==> src/hdl/alignment_flag_stat_counters_top_macros.svh <==
// Assertion macros for the alignment flag statistics counters.
// Used by alignment_flag_stat_counters_top; expects clk and rst_n in scope.
`ifndef ALIGNMENT_FLAG_STAT_COUNTERS_TOP_MACROS_SVH
`define ALIGNMENT_FLAG_STAT_COUNTERS_TOP_MACROS_SVH

// Property that must hold at every clock edge out of reset.
`define AFSC_ASSERT_ALWAYS(lbl, prop, msg) \
  lbl: assert property (@(posedge clk) disable iff (!rst_n) (prop)) else $error(msg);

// Antecedent in one cycle implies consequent in the next.
`define AFSC_ASSERT_NEXT(lbl, ante, cons, msg) \
  lbl: assert property (@(posedge clk) disable iff (!rst_n) (ante) |=> (cons)) else $error(msg);

`endif

==> src/hdl/afsc_pkg.sv <==
// Package for the alignment flag statistics counters.
// Types, flag positions, counter codes and register indexes; no dependencies.
package afsc_pkg;

  localparam int COUNTER_WIDTH_DEF = 64;
  localparam int VALUE_W           = 64;
  localparam int NUM_KINDS         = 14;
  localparam int NUM_CLASSES       = 2;
  localparam int NUM_SLOTS         = NUM_KINDS * NUM_CLASSES;
  localparam int SLOT_W            = $clog2(NUM_SLOTS);
  localparam int CFG_INDEX_W       = 1;
  localparam int CFG_DATA_W        = 8;

  // Flag word bit positions.
  localparam int F_PAIRED = 0;
  localparam int F_PROPER = 1;
  localparam int F_UNMAP  = 2;
  localparam int F_MUNMAP = 3;
  localparam int F_READ1  = 6;
  localparam int F_READ2  = 7;
  localparam int F_QCFAIL = 9;
  localparam int F_DUP    = 10;

  localparam logic MODE_COUNT = 1'b0;
  localparam logic MODE_READ  = 1'b1;

  localparam logic [CFG_INDEX_W-1:0] REG_GOOD_QUAL = 1'b0;
  localparam logic [CFG_INDEX_W-1:0] REG_XREF_QUAL = 1'b1;

  localparam logic [7:0] GOOD_QUAL_RST = 8'd30;
  localparam logic [7:0] XREF_QUAL_RST = 8'd5;

  typedef enum logic [3:0] {
    K_TOTAL, K_PAIRED, K_PROPER, K_READ1, K_READ2, K_SINGLETON,
    K_BOTH_MAPPED, K_DIFF_REF, K_DIFF_REF_HIGH, K_UNPAIRED_MAPPED,
    K_UNPAIRED_GOOD, K_MAPPED, K_MAPPED_GOOD, K_DUP
  } kind_t;

  typedef struct packed {
    logic               mode;
    logic [11:0]        flag_bits;
    logic signed [31:0] ref_index;
    logic signed [31:0] mate_ref_index;
    logic [7:0]         mapping_quality;
    logic [3:0]         counter_select;
    logic               class_select;
  } in_item_t;

  typedef struct packed {
    logic [VALUE_W-1:0] counter_value;
  } out_item_t;

endpackage

==> src/hdl/afsc_if.sv <==
// Valid/ready channel interfaces for the alignment flag statistics counters.
// Depends on afsc_pkg for the payload types.
interface afsc_in_if;
  import afsc_pkg::*;
  logic     valid;
  logic     ready;
  in_item_t data;
  modport source (output valid, output data, input ready);
  modport sink   (input valid, input data, output ready);
endinterface

interface afsc_out_if;
  import afsc_pkg::*;
  logic      valid;
  logic      ready;
  out_item_t data;
  modport source (output valid, output data, input ready);
  modport sink   (input valid, input data, output ready);
endinterface

==> src/hdl/alignment_flag_stat_counters_top.sv <==
// Channel   | Dir | Payload                                   | Flow
// in_ch     | in  | mode, flags, ref ids, quality, selects    | valid/ready
// out_ch    | out | counter_value (one per read transaction)  | valid/ready
// cfg       | in  | write enable, index, 8-bit data           | write only
// One transaction per cycle sustained unless a read stalls at the output: an input register
// feeds the flag decode and all 28 saturating counters update in parallel the next cycle.
// A read transaction passes the input register, then the output register, onto out_ch.
// Synchronous active-low reset clears all counters and loads the thresholds.
// Only a read waiting behind a stalled output register blocks the input.
//
// Alignment flag statistics counters, top level.
// Depends on afsc_pkg, afsc_if and alignment_flag_stat_counters_top_macros.svh.
`include "alignment_flag_stat_counters_top_macros.svh"

module alignment_flag_stat_counters_top #(
  parameter int COUNTER_WIDTH = afsc_pkg::COUNTER_WIDTH_DEF
) (
  input  logic                                 clk,
  input  logic                                 rst_n,
  afsc_in_if.sink                              in_ch,
  afsc_out_if.source                           out_ch,
  input  logic                                 cfg_we,
  input  logic [afsc_pkg::CFG_INDEX_W-1:0]     cfg_index,
  input  logic [afsc_pkg::CFG_DATA_W-1:0]      cfg_wdata
);
  import afsc_pkg::*;

  localparam logic [COUNTER_WIDTH-1:0] CNT_MAX = {COUNTER_WIDTH{1'b1}};

  logic [7:0]               good_qual_r;
  logic [7:0]               xref_qual_r;
  logic                     s1_valid_r, s1_valid_nxt;
  in_item_t                 s1_item_r;
  logic                     s1_advance;
  logic                     in_accept;
  logic                     out_valid_r, out_valid_nxt;
  logic [VALUE_W-1:0]       out_value_r, out_value_nxt;
  logic [COUNTER_WIDTH-1:0] cnt_r [NUM_SLOTS];
  logic [NUM_KINDS-1:0]     evt;
  logic                     s1_count;
  logic                     s1_read;
  logic [SLOT_W-1:0]        rd_slot;

  // Configuration registers.
  always_ff @(posedge clk) begin
    if (!rst_n) begin
      good_qual_r <= GOOD_QUAL_RST;
      xref_qual_r <= XREF_QUAL_RST;
    end else if (cfg_we) begin
      case (cfg_index)
        REG_GOOD_QUAL: good_qual_r <= cfg_wdata;
        REG_XREF_QUAL: xref_qual_r <= cfg_wdata;
        default: ;
      endcase
    end
  end

  // Count transactions always leave stage 1; reads need room in the output register.
  assign s1_count   = s1_valid_r && (s1_item_r.mode == MODE_COUNT);
  assign s1_read    = s1_valid_r && (s1_item_r.mode == MODE_READ);
  assign s1_advance = s1_count || (s1_read && (!out_valid_r || out_ch.ready));
  assign in_ch.ready = !s1_valid_r || s1_advance;
  assign in_accept  = in_ch.valid && in_ch.ready;

  always_comb begin
    s1_valid_nxt = s1_valid_r;
    if (in_accept) begin
      s1_valid_nxt = 1'b1;
    end else if (s1_advance) begin
      s1_valid_nxt = 1'b0;
    end
  end

  always_ff @(posedge clk) begin
    if (!rst_n) begin
      s1_valid_r <= 1'b0;
    end else begin
      s1_valid_r <= s1_valid_nxt;
    end
  end

  always_ff @(posedge clk) begin
    if (in_accept) begin
      s1_item_r <= in_ch.data;
    end
  end

  // Flag decode into one event bit per counter kind.
  always_comb begin
    logic paired, mapped, mate_mapped, good, both, diff, unp;
    paired      = s1_item_r.flag_bits[F_PAIRED];
    mapped      = !s1_item_r.flag_bits[F_UNMAP];
    mate_mapped = !s1_item_r.flag_bits[F_MUNMAP];
    good        = s1_item_r.mapping_quality >= good_qual_r;
    both        = paired && mapped && mate_mapped;
    diff        = both && (s1_item_r.ref_index != s1_item_r.mate_ref_index);
    unp         = !paired && mapped;
    evt                    = '0;
    evt[K_TOTAL]           = 1'b1;
    evt[K_PAIRED]          = paired;
    evt[K_PROPER]          = paired && s1_item_r.flag_bits[F_PROPER];
    evt[K_READ1]           = paired && s1_item_r.flag_bits[F_READ1];
    evt[K_READ2]           = paired && s1_item_r.flag_bits[F_READ2];
    evt[K_SINGLETON]       = paired && mapped && !mate_mapped;
    evt[K_BOTH_MAPPED]     = both;
    evt[K_DIFF_REF]        = diff;
    evt[K_DIFF_REF_HIGH]   = diff && (s1_item_r.mapping_quality >= xref_qual_r);
    evt[K_UNPAIRED_MAPPED] = unp;
    evt[K_UNPAIRED_GOOD]   = unp && good;
    evt[K_MAPPED]          = mapped;
    evt[K_MAPPED_GOOD]     = mapped && good;
    evt[K_DUP]             = s1_item_r.flag_bits[F_DUP];
  end

  // One saturating counter per class and kind; slot = class * NUM_KINDS + kind.
  for (genvar s = 0; s < NUM_SLOTS; s++) begin : g_cnt
    localparam int  KIND = s % NUM_KINDS;
    localparam logic CLS = (s / NUM_KINDS) != 0;
    logic bump;
    assign bump = s1_count && (s1_item_r.flag_bits[F_QCFAIL] == CLS) && evt[KIND]
                  && (cnt_r[s] != CNT_MAX);
    always_ff @(posedge clk) begin
      if (!rst_n) begin
        cnt_r[s] <= '0;
      end else if (bump) begin
        cnt_r[s] <= cnt_r[s] + 1'b1;
      end
    end
  end

  assign rd_slot = s1_item_r.class_select
                   ? SLOT_W'(s1_item_r.counter_select) + SLOT_W'(NUM_KINDS)
                   : SLOT_W'(s1_item_r.counter_select);

  // Output register; a read whose selector is out of range returns zero.
  always_comb begin
    out_valid_nxt = out_valid_r;
    out_value_nxt = out_value_r;
    if (s1_read && s1_advance) begin
      out_valid_nxt = 1'b1;
      if (s1_item_r.counter_select < 4'(NUM_KINDS)) begin
        out_value_nxt = VALUE_W'(cnt_r[rd_slot]);
      end else begin
        out_value_nxt = '0;
      end
    end else if (out_ch.ready) begin
      out_valid_nxt = 1'b0;
    end
  end

  always_ff @(posedge clk) begin
    if (!rst_n) begin
      out_valid_r <= 1'b0;
    end else begin
      out_valid_r <= out_valid_nxt;
    end
  end

  always_ff @(posedge clk) begin
    out_value_r <= out_value_nxt;
  end

  assign out_ch.valid              = out_valid_r;
  assign out_ch.data.counter_value = out_value_r;

  `AFSC_ASSERT_NEXT(a_read_reaches_out, s1_read && s1_advance, out_valid_r, "read transaction did not reach the output register")
  `AFSC_ASSERT_NEXT(a_total_bumps, s1_count && !s1_item_r.flag_bits[F_QCFAIL] && (cnt_r[K_TOTAL] != CNT_MAX), cnt_r[K_TOTAL] == $past(cnt_r[K_TOTAL]) + 1'b1, "QC-passed total did not advance on a count transaction")
  `AFSC_ASSERT_ALWAYS(a_paired_le_total, cnt_r[K_PAIRED] <= cnt_r[K_TOTAL], "paired count exceeds total count")
  `AFSC_ASSERT_ALWAYS(a_mapped_good_le_mapped, cnt_r[K_MAPPED_GOOD] <= cnt_r[K_MAPPED], "good-quality mapped count exceeds mapped count")

endmodule

==> src/flat_wrapper.sv <==
// flat-port wrapper written by rule: the top's interface ports become plain ports
module alignment_flag_stat_counters_top_flat import afsc_pkg::*;
#(
  parameter int COUNTER_WIDTH = afsc_pkg::COUNTER_WIDTH_DEF
)
  (clk, rst_n, cfg_we, cfg_index, cfg_wdata, in_ch_valid, in_ch_data, in_ch_ready, out_ch_valid, out_ch_data, out_ch_ready);
  afsc_in_if in_ch_i ();
  afsc_out_if out_ch_i ();
  input  logic clk;
  input  logic rst_n;
  input  logic cfg_we;
  input  logic [afsc_pkg::CFG_INDEX_W-1:0] cfg_index;
  input  logic [afsc_pkg::CFG_DATA_W-1:0] cfg_wdata;
  input wire logic [$bits(in_ch_i.valid)-1:0] in_ch_valid;
  input wire logic [$bits(in_ch_i.data)-1:0] in_ch_data;
  output wire logic [$bits(in_ch_i.ready)-1:0] in_ch_ready;
  output wire logic [$bits(out_ch_i.valid)-1:0] out_ch_valid;
  output wire logic [$bits(out_ch_i.data)-1:0] out_ch_data;
  input wire logic [$bits(out_ch_i.ready)-1:0] out_ch_ready;
  assign in_ch_i.valid = in_ch_valid;
  assign in_ch_i.data = in_ch_data;
  assign in_ch_ready = in_ch_i.ready;
  assign out_ch_valid = out_ch_i.valid;
  assign out_ch_data = out_ch_i.data;
  assign out_ch_i.ready = out_ch_ready;
  alignment_flag_stat_counters_top #(.COUNTER_WIDTH(COUNTER_WIDTH)) u_core (.clk(clk), .rst_n(rst_n), .in_ch(in_ch_i), .out_ch(out_ch_i), .cfg_we(cfg_we), .cfg_index(cfg_index), .cfg_wdata(cfg_wdata));
endmodule
==> config.mk <==
export PLATFORM = sky130hd
export DESIGN_NAME = alignment_flag_stat_counters_top_flat
export DESIGN_NICKNAME = d
export VERILOG_FILES = /design/src/hdl/afsc_pkg.sv /design/src/hdl/afsc_if.sv /design/src/hdl/alignment_flag_stat_counters_top.sv /design/src/flat_wrapper.sv
export VERILOG_INCLUDE_DIRS = /design/src /design/src/hdl
export SDC_FILE = /design/constraint.sdc
export NUM_CORES = 2
export LEC_CHECK = 0
export ABC_CLOCK_PERIOD_IN_PS = 13600
export BUFFER_PORTS_ARGS = -buffer_cell sky130_fd_sc_hd__clkbuf_2
export CORE_MARGIN = 4
export CORE_UTILIZATION = 50
export CTS_CLUSTER_DIAMETER = 200
export DETAILED_ROUTE_END_ITERATION = 12
export PLACE_DENSITY_LB_ADDON = 0.05
export SLEW_MARGIN = 20
export SYNTH_ARGS = -nofsm -noshare
export SYNTH_HDL_FRONTEND = slang
export SYNTH_SLANG_ARGS = --single-unit
==> constraint.sdc <==
create_clock -name clk -period 13.6 [get_ports clk]
set_input_delay 1.36 -clock clk [delete_from_list [all_inputs] [get_ports clk]]
set_output_delay 1.36 -clock clk [all_outputs]
set_load 0.01 [all_outputs]
Word level (Yosys, flattened, before mapping)
Memory sizes are Yosys's and may differ from the RTL's. A register that Yosys moved wholly into a read port is not among the register bits.
Cells that the tools add are included.
Cells by class
  $add $sub $neg: 29
  $mul: 0
  divide/modulo/power cells: 0
  $lt $le $gt $ge: 3
  equal/unequal tests: 29
  shift operators: 0
  mux-type cells: 118
  bitwise operators: 31
  reduce and logical (&&, ||, !) cells: 85
Operators by type and width (count)
  $add A64 B1 Y64 const B: 28
  $mux W64: 28
  $ne A64 B64 Y1 const B: 28
  $mux W1: 89
  $logic_and A1 B1 Y1: 72
  $ne A32 B32 Y1: 1
  $or A1 B1 Y1: 28
  $ge A8 B8 Y1: 2
  $logic_not A1 Y1: 6
  $add A4 B4 Y5 const B: 1
  $mux W5: 1
  $lt A4 B4 Y1 const B: 1
  $reduce_and A2 Y1: 2
  $reduce_bool A2 Y1: 2
  $logic_or A1 B1 Y1: 3
  $not A1 Y1: 3
Storage, ports and cells
  flip-flop bits (word level): 107
  bits in latches: 0
  bits in writable memories: 1792
  ROM bits: 0
  output and inout port bits: 66
  memories kept: 1
Memory list
  u_core.cnt_r: words 28, width 64, read ports 29, clocked after Yosys merged registers in 1, wr ports 28, line alignment_flag_stat_counters_top.sv:38  | logic [COUNTER_WIDTH-1:0] cnt_r [NUM_SLOTS];

Logic depth before layout (Yosys ltp)
  depth in word-level cells: 11
  gate-level depth with buffers: 14
  depth with buffers taken out: 8

Least setup slack after synthesis
Ideal clock, no wire load.
  path kind: register to register
  from: memory u_core.cnt_r[22][7] in the netlist's numbering
  to: memory u_core.cnt_r[22][0] in the netlist's numbering, enable pin
  arrival time: 6251 ps
  required time: 13020 ps
  path slack: 6769 ps
  stages on the path, launching flop included: 8
  path buffers: 2
  period minus slack after synthesis: 6831 ps
  path through: edfxtp_1 and3_1 and4_1 clkbuf_1 and3_1 clkbuf_1 and4_1 o31ai_1
RTL lines (line)
  start: declaration: alignment_flag_stat_counters_top.sv:38

Worst setup path in the final report
  from: register u_core.s1_item_r[2] in the netlist's numbering
  to: register u_core.out_value_r[1] (netlist: u_core.out_ch.data[1]) (read register of u_core.cnt_r), data pin
Between the ends
  word-level cells in the longest chain between the ends: 2
  elaborated cells on any way between the ends: 4
Ends and longest elaborated chain
  start: declaration: line alignment_flag_stat_counters_top.sv:33  | in_item_t s1_item_r;
  start signal: assignment: line alignment_flag_stat_counters_top.sv:84  | s1_item_r <= in_ch.data;
  $add A4 B4 Y5 / $lt A4 B4 Y1 (equally long branches): line alignment_flag_stat_counters_top.sv:132, alignment_flag_stat_counters_top.sv:141
  $mux W5 / $logic_not A1 Y1 (equally long branches)
  end: declaration: line alignment_flag_stat_counters_top.sv:37  | logic [VALUE_W-1:0] out_value_r, out_value_nxt;
Parallel ways exist; a longest one is shown, timed or not.
A chain may end at the register's enable or synchronous reset.

==> results_dict.tcl <==
set metrics [dict create \
    drt_iter0_drc 11900 \
    ir_drop_v 0.000144 \
    place_congestion 0.972 \
    use_met2_pct 45.4 \
    p_int_mw 11.0 \
    synth-edff-count 1942 \
    synth.area.top_cells "edfxtp_1 49%, mux4_2 7.3%, xnor2_1 7.1%" \
    synth.most_common_cell "nor2_1" \
    status "finished clean" \
    end_kind "flip-flop" \
    cp_max_fo 121 \
    cts_made_buffers 222 \
    setup_viol 0 \
    ys_warn_count 0 \
    vias 92100 \
    antenna_found_initial 32 \
    clk_latency_ns 0.88 \
    dr.pass1.iters 6 \
    crit_cells 10 \
    setup_tns_ns 0 \
    root_buffer "clkbuf_16" \
    tightestPinTransition_ns 1.37 \
    synth_area_sq_mm 0.118 \
    path_cells "inv_1 > ha_1 > nand2_1 > nand2_4 > buf_12 > buf_4 > mux4_2 > nor2b_1 > a211oi_1 > o31ai_1" \
    path_delay_family "buffers and inverters" \
    ant_nets 0 \
    synthTopCellsByCount "2081 x nor2_1, 1942 x edfxtp_1, 958 x xnor2_1" \
    tritoncts "done" \
    cp-start-kind "flip-flop" \
    syn_area_per_cell_sq_um 10.5 \
    relSlewSlack_pct 8.02 \
    grt_pass1_wl_um 573000 \
    placementRows 178 \
    r2r_slack_ns 8.30 \
    synth_ff_type "edfxtp_1" \
    grt_pass1_vias 83500 \
    p_comb_share_pct 9.5 \
    hold_viol 0 \
    ctsHoldBuffers 0 \
    maxCapViolCount 0 \
    routedWlPerCell_um 27.0 \
    cts_max_path_buffers 3 \
    grt_use_met3_pct 7.29 \
    r2r_start "u_core.s1_item_r[2]$_DFFE_PP_" \
    ios 170 \
    worstPathArrival_ns 5.87 \
    fillers 20500 \
    yosys.area.top_type_share_pct 49.3 \
    rsz0062_at_grt "no" \
    crit_end "u_core.out_ch.data[1]$_SDFFCE_PP0P_" \
    track_usage_pct 31.5 \
    worstSetupPathType "flip-flop to flip-flop" \
    yosys_register_bits 1960 \
    ys_seq_area_share_pct 49.6 \
    coreArea_sq_mm 0.235 \
    area_delta_synth_final_pct 10.1 \
    slowest_delay_ns 0.85 \
    met1_usage_pct 45.4 \
    yosys.area.top_type "edfxtp_1" \
    nets 11400 \
    p_switching_mw 3.91 \
    critPathBufInv 3 \
    synth_cell_types 85 \
    syn_nets 11400 \
    cts.sinks 1960 \
    rr_worst_depth 10 \
    die-area_sq_mm 0.245 \
    drc_errors 0 \
    busiest_layer "met1" \
    startpoint "u_core.s1_item_r[2]$_DFFE_PP_" \
    start_util_pct 50.3 \
    die_w_um 495 \
    post_cts_resized 0 \
    io_buffer_count 165 \
    post_cts_buffers 0 \
    p_sw_share_pct 26.3 \
    holdWs_ns 0.456 \
    overflow 0 \
    max_freq_mhz 189 \
    die_h_um 495 \
    period_minus_slack_ns 5.30 \
    grt_max_degree 132 \
    dp_hpwl_um 286000 \
    cts_max_level 4 \
    leakage_nw 40.3 \
    vias_per_cell 6.30 \
    drive_gt1_share_pct 10.6 \
    cp_slowest_cell "a211oi_1" \
    clkPwrFrac_pct 41.7 \
    final-max-slew-violation-count 0 \
    cellPowerDensity_mw_per_mm2 114 \
    rr_endpoint "u_core.out_ch.data[1]$_SDFFCE_PP0P_" \
    power_frac_seq_pct 48.8 \
    syn_inst 11300 \
    wl_um 395000 \
    min-delay-path-class "flip-flop to flip-flop" \
    critPathRequiredTime_ns 14.17 \
    async_flop_share_pct 0 \
    timing.final.crit_share_pct 39.0 \
    skew_ns 0.0340 \
    cts.reportedPaths.clkPinSlew_ns 0.06 \
]
[cell families (layout without fill, tap and decap cells)]
kind of cell	count (synthesis)	after routing	share of synthesized area [%]
AO/OA/AOI/OAI	486	486	2.80
multiplexers	495	495	8.28
XOR/XNOR	1708	1708	12.6
adder cells (fa/ha/maj)	45	45	0.476
buffers and inverters	807	1024	2.76
AND/OR/NAND/NOR	5750	5750	23.5
other	0	9	0
flip-flops	1960	1960	49.6
[sequential cells by signal, summed over array words and instances (netlist names)]
signal	flops
u_core.evt	2
u_core.xref_qual_r	8
u_core.good_qual_r	8
u_core.s1_valid_r	1
u_core.s1_item_r	84
u_core.cnt_r	1792
u_core.out_ch.data	64
u_core.out_ch.valid	1
[through the flow]
step | utilization, % | total power, mW | setup slack, ns | instances | area, sq um
floorplan | - | 8.12 | 6.77 | 11300 | 118000
global placement | 52.2 | 8.74 | 8.42 | 14200 | 123000
detailed placement | 52.2 | 8.77 | 8.40 | 14200 | 123000
CTS | 55.3 | 15.0 | 8.39 | 14600 | 130000
global route | 55.4 | 15.3 | 8.11 | 14600 | 130000
finish | 55.4 | 14.9 | 8.30 | 14600 | 130000
[layout by cell type (no fill, tap or decap), types with 55 or more instances in the layout]
cell type | Yosys | final
buf_4 | 7 | 173
mux4_2 | 385 | 385
a21oi_1 | 86 | 86
nor2b_1 | 79 | 78
nand4_1 | 484 | 484
mux2i_1 | 104 | 104
nor4_1 | 256 | 245
nor3_1 | 519 | 517
a211oi_1 | 65 | 62
clkinv_1 | 1 | 55
clkbuf_2 | 0 | 164
nor2_1 | 2081 | 2077
nand3_1 | 743 | 743
xor2_1 | 750 | 749
and4_1 | 171 | 171
and2_1 | 58 | 58
xnor2_1 | 958 | 957
nand2_1 | 858 | 851
edfxtp_1 | 1942 | 1942
o21ai_0 | 109 | 94
inv_1 | 260 | 260
or3_1 | 85 | 82
clkbuf_16 | 0 | 225
and3_1 | 262 | 262
[layout make-up]
class                      count  area (sq um)  share of cell area, %
antenna                        9          22.5                 0.0173
clock buffer                 255          5740                   4.41
clock inverter               165          1630                   1.25
inverter                     261           980                  0.752
multi-input combinational   8484         57100                   43.8
sequential                  1960         58700                   45.0
tap                         3150          3940                   3.02
timing repair buffer         343          2240                   1.72
[how the worst min path moves through the flow]
stage,startpoint,to,slack [ns],cells after the start
finish,u_core.xref_qual_r[1]$_SDFFE_PN0P_,u_core.xref_qual_r[1]$_SDFFE_PN0P_,0.46,2
global route,u_core.good_qual_r[0]$_SDFFE_PN0P_,u_core.good_qual_r[0]$_SDFFE_PN0P_,0.48,2
CTS,u_core.xref_qual_r[7]$_SDFFE_PN0P_,u_core.xref_qual_r[7]$_SDFFE_PN0P_,0.46,2
detailed placement,u_core.xref_qual_r[7]$_SDFFE_PN0P_,u_core.xref_qual_r[7]$_SDFFE_PN0P_,0.45,2
global placement,u_core.xref_qual_r[4]$_SDFFE_PN0P_,u_core.xref_qual_r[4]$_SDFFE_PN0P_,0.45,2
floorplan,u_core.good_qual_r[5]$_SDFFE_PN0P_,u_core.good_qual_r[5]$_SDFFE_PN0P_,0.44,2
[routing by layer]
layer	vias to the layer above	part of all wire (%)
li1	41200	-
met1	45800	41
met2	4504	43
met3	605	11
met4	0	5.2
met5	-	0
[worst reg2reg max path: stages (launching register included)]
cell and delay [ns]:
edfxtp_1 0.62, inv_1 0.09, ha_1 0.31, nand2_1 0.12, nand2_4 0.68, buf_12 0.76
buf_4 0.69, mux4_2 0.47, nor2b_1 0.20, a211oi_1 0.85, o31ai_1 0.21
[power by group through the flow]
stage	Sequential [mW]	Combinational, mW	Clock, mW
floorplan	7.26	0.856	0
global placement	7.36	1.38	0
detailed placement	7.37	1.39	0
CTS	7.25	1.40	6.30
global route	7.29	1.48	6.54
finish	7.26	1.41	6.22
(Power assumes the default switching activity.)
